[config.mk]
export PLATFORM = sky130hd
export DESIGN_NAME = wav_header_parser_flat
export DESIGN_NICKNAME = d
export VERILOG_FILES = /design/src/rtl/core/whp_pkg.sv /design/src/rtl/core/whp_in_if.sv /design/src/rtl/core/whp_out_if.sv /design/src/rtl/core/whp_ctrl.sv /design/src/rtl/core/whp_dp.sv /design/src/rtl/core/wav_header_parser.sv /design/src/flat_wrapper.sv
export SDC_FILE = /design/constraint.sdc
export NUM_CORES = 1
export LEC_CHECK = 0
export ABC_AREA = 1
export CAP_MARGIN = 10
export CORE_ASPECT_RATIO = 1.5
export CORE_MARGIN = 4
export CORE_UTILIZATION = 50
export DETAILED_ROUTE_END_ITERATION = 10
export DONT_BUFFER_PORTS = 1
export RECOVER_POWER = 25
export SYNTH_ARGS = -nofsm -noshare
export SYNTH_HDL_FRONTEND = slang
export SYNTH_SLANG_ARGS = --single-unit
[constraint.sdc]
create_clock -name clk -period 6.8 [get_ports clk]
set_input_delay 1.36 -clock clk [delete_from_list [all_inputs] [get_ports clk]]
set_output_delay 1.36 -clock clk [all_outputs]
set_load 0.1 [all_outputs]
[src/rtl/core/whp_pkg.sv]
// Shared constants and command/status types for the WAV header parser.
`timescale 1ns / 1ps

package whp_pkg;

  localparam logic [31:0] TAG_RIFF    = 32'h4646_4952;
  localparam logic [31:0] TAG_WAVE    = 32'h4556_4157;
  localparam logic [31:0] TAG_FMT     = 32'h2074_6D66;
  localparam logic [31:0] TAG_DATA    = 32'h6174_6164;
  localparam logic [15:0] FMT_PCM     = 16'h0001;
  localparam logic [15:0] PCM_BITS    = 16'd16;
  localparam logic [31:0] FMT_MIN_LEN = 32'd16;

  localparam logic [3:0] ST_OK        = 4'd0;
  localparam logic [3:0] ST_TRUNC     = 4'd1;
  localparam logic [3:0] ST_NO_RIFF   = 4'd2;
  localparam logic [3:0] ST_NO_WAVE   = 4'd3;
  localparam logic [3:0] ST_NO_FMT    = 4'd4;
  localparam logic [3:0] ST_FMT_SHORT = 4'd5;
  localparam logic [3:0] ST_NOT_PCM16 = 4'd6;
  localparam logic [3:0] ST_NO_DATA   = 4'd7;
  localparam logic [3:0] ST_ZERO_CH   = 4'd8;

  typedef struct packed {
    logic       rearm;
    logic       take;
    logic       shift_word;
    logic       load_fmt_len;
    logic       body_write;
    logic       load_skip;
    logic       skip_dec;
    logic       load_result;
    logic [3:0] code;
    logic       start_div;
    logic       div_step;
  } whp_cmd_t;

  typedef struct packed {
    logic word_done;
    logic is_riff;
    logic is_wave;
    logic is_fmt;
    logic is_data;
    logic fmt_short;
    logic body_last;
    logic pcm_ok;
    logic skip_none;
    logic skip_last;
    logic chan_zero;
    logic div_last;
  } whp_stat_t;

endpackage

[src/rtl/core/whp_in_if.sv]
// Byte stream channel carrying one file byte and its end-of-file mark per beat.
`timescale 1ns / 1ps

interface whp_in_if;
  logic       valid;
  logic       ready;
  logic [7:0] data_byte;
  logic       last_byte;

  modport source (output valid, output data_byte, output last_byte, input ready);
  modport sink (input valid, input data_byte, input last_byte, output ready);
endinterface

[src/rtl/core/whp_out_if.sv]
// Header report channel carrying the parse status and the decoded header fields.
`timescale 1ns / 1ps

interface whp_out_if;
  logic        valid;
  logic        ready;
  logic [3:0]  status;
  logic [15:0] channel_total;
  logic [31:0] rate_hz;
  logic [30:0] total_frames;
  logic [31:0] data_offset;

  modport source (output valid, output status, output channel_total, output rate_hz,
                  output total_frames, output data_offset, input ready);
  modport sink (input valid, input status, input channel_total, input rate_hz,
                input total_frames, input data_offset, output ready);
endinterface

[src/rtl/core/whp_ctrl.sv]
// Controller of the WAV header parser: parse phase, report flag and flow control.
`timescale 1ns / 1ps

module whp_ctrl (
  input  logic               clk,
  input  logic               rst,
  input  logic               in_valid,
  input  logic               last_byte,
  output logic               in_ready,
  output logic               out_valid,
  input  logic               out_ready,
  input  whp_pkg::whp_stat_t stat,
  output whp_pkg::whp_cmd_t  cmd
);
  import whp_pkg::*;

  typedef enum logic [8:0] {
    PH_RIFF    = 9'b000000001,
    PH_RSIZE   = 9'b000000010,
    PH_WAVE    = 9'b000000100,
    PH_FMTTAG  = 9'b000001000,
    PH_FMTLEN  = 9'b000010000,
    PH_FMTBODY = 9'b000100000,
    PH_SKIP    = 9'b001000000,
    PH_DATATAG = 9'b010000000,
    PH_DATALEN = 9'b100000000
  } phase_t;

  typedef enum logic [1:0] {
    FL_RUN = 2'b01,
    FL_DIV = 2'b10
  } flow_t;

  phase_t phase, phase_next;
  flow_t  flow, flow_next;
  logic   reported, reported_next;
  logic   out_valid_next;
  logic   fire;

  assign in_ready = (flow == FL_RUN) && (!out_valid || reported);
  assign fire     = in_valid && in_ready;

  always_comb begin
    logic       hit;
    logic       good;
    logic [3:0] code;
    hit            = 1'b0;
    good           = 1'b0;
    code           = ST_OK;
    cmd            = '0;
    phase_next     = phase;
    flow_next      = flow;
    reported_next  = reported;
    out_valid_next = out_valid;

    if (out_valid && out_ready) begin
      out_valid_next = 1'b0;
    end

    if (flow == FL_DIV) begin
      cmd.div_step = 1'b1;
      if (stat.div_last) begin
        flow_next      = FL_RUN;
        out_valid_next = 1'b1;
      end
    end

    if (fire) begin
      if (!reported) begin
        cmd.take = 1'b1;
        unique case (phase)
          PH_RSIZE: begin
            cmd.shift_word = 1'b1;
            if (stat.word_done) begin
              phase_next = PH_WAVE;
            end
          end
          PH_WAVE: begin
            cmd.shift_word = 1'b1;
            if (stat.word_done) begin
              if (stat.is_wave) begin
                phase_next = PH_FMTTAG;
              end else begin
                hit  = 1'b1;
                code = ST_NO_WAVE;
              end
            end
          end
          PH_FMTTAG: begin
            cmd.shift_word = 1'b1;
            if (stat.word_done) begin
              if (stat.is_fmt) begin
                phase_next = PH_FMTLEN;
              end else begin
                hit  = 1'b1;
                code = ST_NO_FMT;
              end
            end
          end
          PH_FMTLEN: begin
            cmd.shift_word = 1'b1;
            if (stat.word_done) begin
              if (stat.fmt_short) begin
                hit  = 1'b1;
                code = ST_FMT_SHORT;
              end else begin
                cmd.load_fmt_len = 1'b1;
                phase_next       = PH_FMTBODY;
              end
            end
          end
          PH_FMTBODY: begin
            cmd.body_write = 1'b1;
            if (stat.body_last) begin
              if (!stat.pcm_ok) begin
                hit  = 1'b1;
                code = ST_NOT_PCM16;
              end else if (stat.skip_none) begin
                phase_next = PH_DATATAG;
              end else begin
                cmd.load_skip = 1'b1;
                phase_next    = PH_SKIP;
              end
            end
          end
          PH_SKIP: begin
            cmd.skip_dec = 1'b1;
            if (stat.skip_last) begin
              phase_next = PH_DATATAG;
            end
          end
          PH_DATATAG: begin
            cmd.shift_word = 1'b1;
            if (stat.word_done) begin
              if (stat.is_data) begin
                phase_next = PH_DATALEN;
              end else begin
                hit  = 1'b1;
                code = ST_NO_DATA;
              end
            end
          end
          PH_DATALEN: begin
            cmd.shift_word = 1'b1;
            if (stat.word_done) begin
              hit = 1'b1;
              if (stat.chan_zero) begin
                code = ST_ZERO_CH;
              end else begin
                good = 1'b1;
              end
            end
          end
          default: begin
            cmd.shift_word = 1'b1;
            phase_next     = PH_RIFF;
            if (stat.word_done) begin
              if (stat.is_riff) begin
                phase_next = PH_RSIZE;
              end else begin
                hit  = 1'b1;
                code = ST_NO_RIFF;
              end
            end
          end
        endcase

        if (!hit && last_byte) begin
          hit  = 1'b1;
          code = ST_TRUNC;
        end

        if (hit) begin
          reported_next = 1'b1;
          if (good) begin
            cmd.start_div = 1'b1;
            flow_next     = FL_DIV;
          end else begin
            cmd.load_result = 1'b1;
            cmd.code        = code;
            out_valid_next  = 1'b1;
          end
        end
      end

      if (last_byte) begin
        cmd.rearm     = 1'b1;
        phase_next    = PH_RIFF;
        reported_next = 1'b0;
      end
    end
  end

  always_ff @(posedge clk) begin
    if (rst) begin
      phase     <= PH_RIFF;
      flow      <= FL_RUN;
      reported  <= 1'b0;
      out_valid <= 1'b0;
    end else begin
      phase     <= phase_next;
      flow      <= flow_next;
      reported  <= reported_next;
      out_valid <= out_valid_next;
    end
  end

endmodule

[src/rtl/core/whp_dp.sv]
// Datapath of the WAV header parser: field assembly, counters, divider and report fields.
`timescale 1ns / 1ps

module whp_dp (
  input  logic               clk,
  input  logic               rst,
  input  logic [7:0]         data_byte,
  input  whp_pkg::whp_cmd_t  cmd,
  output whp_pkg::whp_stat_t stat,
  output logic [3:0]         status,
  output logic [15:0]        channel_total,
  output logic [31:0]        rate_hz,
  output logic [30:0]        total_frames,
  output logic [31:0]        data_offset
);
  import whp_pkg::*;

  logic [31:0] field_shift;
  logic [1:0]  field_byte_index;
  logic [31:0] fmt_length;
  logic [31:0] skip_remaining;
  logic [3:0]  body_ofs;
  logic [15:0] format_code;
  logic [15:0] bits_field;
  logic [15:0] channels_held;
  logic [31:0] rate_held;
  logic [31:0] byte_position;
  logic [31:0] word_next;
  logic [31:0] position_next;
  logic [16:0] divisor;
  logic [16:0] rem;
  logic [31:0] quo;
  logic [4:0]  div_cnt;
  logic [17:0] rem_shift;
  logic        rem_ge;

  assign word_next     = {data_byte, field_shift[31:8]};
  assign position_next = (byte_position == '1) ? byte_position : byte_position + 32'd1;
  assign rem_shift     = {rem, quo[31]};
  assign rem_ge        = rem_shift >= {1'b0, divisor};

  assign stat.word_done = field_byte_index == 2'd3;
  assign stat.is_riff   = word_next == TAG_RIFF;
  assign stat.is_wave   = word_next == TAG_WAVE;
  assign stat.is_fmt    = word_next == TAG_FMT;
  assign stat.is_data   = word_next == TAG_DATA;
  assign stat.fmt_short = word_next < FMT_MIN_LEN;
  assign stat.body_last = body_ofs == 4'd15;
  assign stat.pcm_ok    = (format_code == FMT_PCM) && ({data_byte, bits_field[7:0]} == PCM_BITS);
  assign stat.skip_none = fmt_length == FMT_MIN_LEN;
  assign stat.skip_last = skip_remaining == 32'd1;
  assign stat.chan_zero = channels_held == 16'd0;
  assign stat.div_last  = div_cnt == 5'd31;

  assign total_frames = quo[30:0];

  always_ff @(posedge clk) begin
    if (rst || cmd.rearm) begin
      byte_position    <= 32'd0;
      field_byte_index <= 2'd0;
    end else begin
      if (cmd.take) begin
        byte_position <= position_next;
      end
      if (cmd.shift_word) begin
        field_byte_index <= field_byte_index + 2'd1;
      end
    end
    if (cmd.shift_word) begin
      field_shift <= word_next;
    end
    if (cmd.load_fmt_len) begin
      fmt_length <= word_next;
      body_ofs   <= 4'd0;
    end
    if (cmd.body_write) begin
      body_ofs <= body_ofs + 4'd1;
      case (body_ofs)
        4'd0:    format_code[7:0]    <= data_byte;
        4'd1:    format_code[15:8]   <= data_byte;
        4'd2:    channels_held[7:0]  <= data_byte;
        4'd3:    channels_held[15:8] <= data_byte;
        4'd4:    rate_held[7:0]      <= data_byte;
        4'd5:    rate_held[15:8]     <= data_byte;
        4'd6:    rate_held[23:16]    <= data_byte;
        4'd7:    rate_held[31:24]    <= data_byte;
        4'd14:   bits_field[7:0]     <= data_byte;
        4'd15:   bits_field[15:8]    <= data_byte;
        default: ;
      endcase
    end
    if (cmd.load_skip) begin
      skip_remaining <= fmt_length - FMT_MIN_LEN;
    end
    if (cmd.skip_dec) begin
      skip_remaining <= skip_remaining - 32'd1;
    end
    if (cmd.load_result) begin
      status        <= cmd.code;
      channel_total <= 16'd0;
      rate_hz       <= 32'd0;
      data_offset   <= 32'd0;
      quo           <= 32'd0;
    end
    if (cmd.start_div) begin
      status        <= ST_OK;
      channel_total <= channels_held;
      rate_hz       <= rate_held;
      data_offset   <= position_next;
      quo           <= word_next;
      rem           <= 17'd0;
      divisor       <= {channels_held, 1'b0};
      div_cnt       <= 5'd0;
    end
    if (cmd.div_step) begin
      rem     <= rem_ge ? 17'(rem_shift - {1'b0, divisor}) : rem_shift[16:0];
      quo     <= {quo[30:0], rem_ge};
      div_cnt <= div_cnt + 5'd1;
    end
  end

endmodule

[src/rtl/core/wav_header_parser.sv]
// Top level of the WAV header parser: byte channel in, one header report per file out.
// Takes one byte per cycle while not stalled. An error report is valid in the cycle after the
// byte that causes it; a good report follows the last data-size byte once the 32-step divider
// that produces total_frames has finished, during which no byte is taken.
// A report that waits holds off the first byte of the next file until it is taken.
// Synchronous reset clears the parse phase, the report flag, the byte counters and the output valid.
`timescale 1ns / 1ps

module wav_header_parser (
  input logic      clk,
  input logic      rst,
  whp_in_if.sink   stream,
  whp_out_if.source header
);
  import whp_pkg::*;

  whp_cmd_t  cmd;
  whp_stat_t stat;

  whp_ctrl u_ctrl (
    .clk       (clk),
    .rst       (rst),
    .in_valid  (stream.valid),
    .last_byte (stream.last_byte),
    .in_ready  (stream.ready),
    .out_valid (header.valid),
    .out_ready (header.ready),
    .stat      (stat),
    .cmd       (cmd)
  );

  whp_dp u_dp (
    .clk           (clk),
    .rst           (rst),
    .data_byte     (stream.data_byte),
    .cmd           (cmd),
    .stat          (stat),
    .status        (header.status),
    .channel_total (header.channel_total),
    .rate_hz       (header.rate_hz),
    .total_frames  (header.total_frames),
    .data_offset   (header.data_offset)
  );

endmodule

[src/flat_wrapper.sv]
// flat-port wrapper written by rule: the top's interface ports become plain ports
module wav_header_parser_flat import whp_pkg::*;
  (clk, rst, stream_valid, stream_data_byte, stream_last_byte, stream_ready, header_valid, header_status, header_channel_total, header_rate_hz, header_total_frames, header_data_offset, header_ready);
  whp_in_if stream_i ();
  whp_out_if header_i ();
  input logic clk;
  input logic rst;
  input wire logic [$bits(stream_i.valid)-1:0] stream_valid;
  input wire logic [$bits(stream_i.data_byte)-1:0] stream_data_byte;
  input wire logic [$bits(stream_i.last_byte)-1:0] stream_last_byte;
  output wire logic [$bits(stream_i.ready)-1:0] stream_ready;
  output wire logic [$bits(header_i.valid)-1:0] header_valid;
  output wire logic [$bits(header_i.status)-1:0] header_status;
  output wire logic [$bits(header_i.channel_total)-1:0] header_channel_total;
  output wire logic [$bits(header_i.rate_hz)-1:0] header_rate_hz;
  output wire logic [$bits(header_i.total_frames)-1:0] header_total_frames;
  output wire logic [$bits(header_i.data_offset)-1:0] header_data_offset;
  input wire logic [$bits(header_i.ready)-1:0] header_ready;
  assign stream_i.valid = stream_valid;
  assign stream_i.data_byte = stream_data_byte;
  assign stream_i.last_byte = stream_last_byte;
  assign stream_ready = stream_i.ready;
  assign header_valid = header_i.valid;
  assign header_status = header_i.status;
  assign header_channel_total = header_i.channel_total;
  assign header_rate_hz = header_i.rate_hz;
  assign header_total_frames = header_i.total_frames;
  assign header_data_offset = header_i.data_offset;
  assign header_i.ready = header_ready;
  wav_header_parser u_core (.clk(clk), .rst(rst), .stream(stream_i), .header(header_i));
endmodule
==> Flow_metrics.wiki <==
{| class="wikitable"
! Metric !! Value
|-
| Vias per std cell || between 5 and 6
|-
| Post-synth net total || around 1900
|-
| Register area share after synthesis || between 50% and 60%
|-
| Total of hold buffers inserted after clock tree synthesis || 0
|-
| Fin crit share || 69.2%
|-
| P&R area growth vs syn || 8.38%
|-
| Depth of the worst register-to-register path || 8
|-
| Number of search-and-repair iterations in the first detailed-routing pass || 7
|-
| Final ANT Viol Nets || 0
|-
| Clock tree from TritonCTS || built
|-
| Total wirelength of the detailed-routed design || 42.8 mm
|-
| Number of buffer and inverter instances along the worst setup path || 3
|-
| Antenna violations before repair || 0
|-
| Worst-skew pair later-pin latency || ~0.55 ns
|-
| Post-CTS resize count || 0
|-
| Final hold viol count || 0
|-
| Net total in the final layout || ~1900
|-
| Chip height || 239 um
|-
| Shortest period the worst path allows || approximately 4.7 ns
|-
| Power density over the cells || about 260 nW/um2
|-
| Library cell appearing most often on the critical path || sky130_fd_sc_hd__inv_2
|-
| Violations in the final reports || capacitance limit, slew limit
|-
| Number of global-route vias before repair || 12300
|-
| Crit-path leading delay family || simple AND/OR/NAND/NOR gates
|-
| Slew @ Worst Pin || about 2.3 ns
|-
| CP startpoint kind || flip-flop
|-
| Overall overflow remaining after global route || 0
|-
| Placed Cells || 2290
|-
| Routability-driven placement congestion ratio || around 0.93
|-
| First-pass GRT wire length || 67.1 mm
|-
| Cell depth of the worst setup path || 8
|-
| Detailed router's first-iteration violation count || 822
|-
| Total routing usage reported by global routing || 22.0%
|-
| Starting Density || a little over 50%
|-
| DPL Wire Length || approximately 31 mm
|-
| Cell with the largest stage delay on the worst path || sky130_fd_sc_hd__a211oi_4
|-
| Total power draw || 5.07 mW
|-
| Number of warnings printed during yosys synthesis || 0
|-
| Number of standard cells after synthesis || ~1900
|-
| Count of flip-flops with a built-in enable after synthesis || 314
|-
| Max-Cap Viols || 1
|-
| Count of pins on the block boundary || 130
|-
| Total negative slack for setup checks || 0 ns
|-
| Synthesized cell area || around 18000 um2
|-
| Number of distinct library cells after synthesis || 51
|-
| Asr flop ratio synth || 0%
|-
| Hold path depth || 0
|-
| Drc violations || 0
|-
| Data arrival time of the critical path || slightly below 5 ns
|-
| Top flip-flop cell by instance count after synthesis || sky130_fd_sc_hd__edfxtp_1
|-
| Slack of the worst reg-to-reg path || 2.10 ns
|-
| Kind of capture point of the worst setup path || flip-flop
|-
| Fmax || approximately 210 MHz
|-
| Port buffer count || 0
|-
| Die width || roughly 160 um
|-
| Slew headroom || -50.1%
|-
| TritonCTS Sinks || between 300 and 400
|-
| Final count of pins violating max slew || 53
|-
| CTS clock-pin slew for the worst setup and hold paths || about 0.060 ns
|-
| Fraction of layout instances using a drive strength above 1 || 8.49%
|-
| Setup Buffers After CTS || 0
|-
| Detailed-route wire length per cell || between 15 and 20 um
|-
| Outcome || finished, violations left
|-
| Synthesized area per cell || 9.54 um2
|-
| TritonCTS buffer count || 37
|-
| Worst slack on hold paths || between 0.4 and 0.5 ns
|-
| Most common cell after layout, fill and taps aside || sky130_fd_sc_hd__nand2_1
|-
| Number of filler instances in the final layout || 3202
|-
| Master cell of the clock root buffer || sky130_fd_sc_hd__clkbuf_16
|-
| Reg-to-reg critical path startpoint || u_core.u_ctrl.out_valid
|-
| Crit path from || u_core.u_ctrl.out_valid
|-
| H-tree level count || 2
|-
| Cells along the critical path || a211oi_4, nand2_1, nor2_4, buf_4, inv_2, nor2_2, inv_2, nor3_1
|-
| Top library cells by usage in the layout, fill and taps aside || sky130_fd_sc_hd__nand2_1 (325), sky130_fd_sc_hd__edfxtp_1 (314), sky130_fd_sc_hd__nor2_1 (272)
|-
| Crit-path max cell delay || ~1.1 ns
|-
| Unrepaired setup endpoints after global routing || no
|-
| Detailed-route via count || approximately 12000
|-
| Antenna Cells || 0
|-
| Worst EP required || roughly 7 ns
|-
| Standard-cell rows || between 80 and 90
|-
| Setup-failing EPs final || 0
|-
| Storage cell area || between 10000 and 15000 um2
|-
| Non-filler instance count after layout || roughly 2400
|-
| Max Buffers Root-to-Sink || 3
|-
| Type of the worst setup path || flip-flop to flip-flop
|-
| Hold Startpoint || u_core.u_dp.channels_held[11]
|-
| Clock Skews || around 0.022 ns
|-
| Hold Crit Class || flip-flop to flip-flop
|-
| Worst supply voltage drop on vdd || roughly 0.00023 V
|-
| DIE AREA || between 30000 and 40000 um2
|-
| Maximum fanout count along the critical path || 53
|-
| Number of synthesized register bits || ~370
|-
| Core area || around 35000 um2
|-
| Largest net degree at the start of global routing || 54
|-
| Area taken by multi-input logic gates || a little under 6000 um2
|-
| Leak Pwr || about 7.6 nW
|}
==> flip-flops by register name, summed over array words and instances (netlist names), 4 cells and up <==
| name | count |
|---|---|
| u_core.u_dp.fmt_length | 32 |
| u_core.u_dp.format_code | 16 |
| u_core.u_dp.channel_total | 16 |
| u_core.u_dp.status | 4 |
| u_core.u_dp.field_shift | 24 |
| u_core.u_dp.channels_held | 16 |
| u_core.u_dp.div_cnt | 5 |
| u_core.u_ctrl.phase | 9 |
| u_core.u_dp.divisor | 16 |
| u_core.u_dp.body_ofs | 4 |
| u_core.u_dp.bits_field | 8 |
| u_core.u_dp.skip_remaining | 32 |
| u_core.u_dp.rate_hz | 32 |
| u_core.u_dp.rate_held | 32 |
| u_core.u_dp.quo | 32 |
| u_core.u_dp.data_offset | 32 |
| u_core.u_dp.byte_position | 32 |
| u_core.u_dp.rem | 17 |
==> cell usage after synthesis (2+ instances only) <==
| cell | count | area share, % |
|---|---|---|
| sky130_fd_sc_hd__ha_1 | 28 | 2.0 |
| sky130_fd_sc_hd__nor4_1 | 13 | 0.46 |
| sky130_fd_sc_hd__nand2_1 | 325 | 6.8 |
| sky130_fd_sc_hd__o21bai_1 | 2 | 0.084 |
| sky130_fd_sc_hd__and2_1 | 3 | 0.11 |
| sky130_fd_sc_hd__xor2_1 | 51 | 2.5 |
| sky130_fd_sc_hd__o21ai_1 | 10 | 0.28 |
| sky130_fd_sc_hd__nor2_1 | 273 | 5.7 |
| sky130_fd_sc_hd__nand3b_1 | 7 | 0.29 |
| sky130_fd_sc_hd__o21ai_0 | 99 | 2.8 |
| sky130_fd_sc_hd__o211ai_1 | 12 | 0.50 |
| sky130_fd_sc_hd__a31oi_1 | 7 | 0.25 |
| sky130_fd_sc_hd__nor3_2 | 3 | 0.17 |
| sky130_fd_sc_hd__a21o_1 | 2 | 0.084 |
| sky130_fd_sc_hd__buf_2 | 5 | 0.14 |
| sky130_fd_sc_hd__a21oi_2 | 2 | 0.098 |
| sky130_fd_sc_hd__a21boi_0 | 3 | 0.13 |
| sky130_fd_sc_hd__nor3_1 | 41 | 1.1 |
| sky130_fd_sc_hd__or2_2 | 11 | 0.39 |
| sky130_fd_sc_hd__xnor2_1 | 20 | 0.98 |
| sky130_fd_sc_hd__buf_6 | 8 | 0.50 |
| sky130_fd_sc_hd__edfxtp_1 | 314 | 53 |
| sky130_fd_sc_hd__buf_4 | 32 | 1.3 |
| sky130_fd_sc_hd__a21oi_1 | 70 | 2.0 |
| sky130_fd_sc_hd__nand3_2 | 2 | 0.11 |
| sky130_fd_sc_hd__clkbuf_1 | 21 | 0.44 |
| sky130_fd_sc_hd__nand3_1 | 69 | 1.9 |
| sky130_fd_sc_hd__nor2_2 | 48 | 1.7 |
| sky130_fd_sc_hd__inv_2 | 11 | 0.23 |
| sky130_fd_sc_hd__nand4_1 | 45 | 1.6 |
| sky130_fd_sc_hd__inv_1 | 261 | 5.5 |
| sky130_fd_sc_hd__nor2_4 | 3 | 0.19 |
| sky130_fd_sc_hd__dfxtp_1 | 51 | 5.7 |
| sky130_fd_sc_hd__o21a_1 | 2 | 0.084 |
==> per-layer routing <==
layer,track usage [%],wire length (um),vias up
met4,7.72,1380,0
met5,0,0,-
met3,5.53,2620,82
met2,39.7,22400,296
li1,-,-,6157
met1,25.4,16400,5841
==> final timing paths <==
check / endpoint
setup / recovery: u_core.u_dp.rate_held[13]
setup reg to reg: u_core.u_dp.rate_held[13]
hold reg to reg: u_core.u_dp.divisor[12]
hold / removal: u_core.u_dp.divisor[12]
==> power breakdown <==
part / internal, mW / switching [mW] / leakage [nW]
combinational: 0.0634 / 0.168 / 3.61
sequential: 2.51 / 0.298 / 3.39
clock: 1.17 / 0.873 / 0.582
total: 3.74 / 1.34 / 7.58
==> layout make-up <==
class	instances	area share (%)
inverter	273	5.30
multi-input combinational	1166	30.8
clock inverter	26	1.40
clock buffer	42	4.88
tap	473	3.06
sequential	365	54.0
timing repair buffer	13	0.485
==> metrics by stage <==
| step | util, % | setup WS (ns) | cell area, um2 |
|---|---|---|---|
| final | 54.9 | 2.10 | 19300 |
| after global routing | 54.9 | 1.73 | 19300 |
| after CTS | 54.9 | 1.96 | 19300 |
| after detailed placement | 51.5 | 1.96 | 18100 |
| after global placement | 51.5 | 2.13 | 18100 |
| after floorplan | - | 1.35 | 17900 |
==> cells by family after synthesis <==
kind of cell / Yosys count / share of synthesized area (%)
AO/OA/AOI/OAI: 217 / 6.67
XOR/XNOR: 71 / 3.48
adder cells (fa/ha/maj): 29 / 2.08
buffers and inverters: 340 / 8.20
flip-flops: 365 / 58.6
multiplexers: 1 / 0.0561
AND/OR/NAND/NOR: 848 / 21.0
Note: power is estimated with default switching activity, not from simulation.
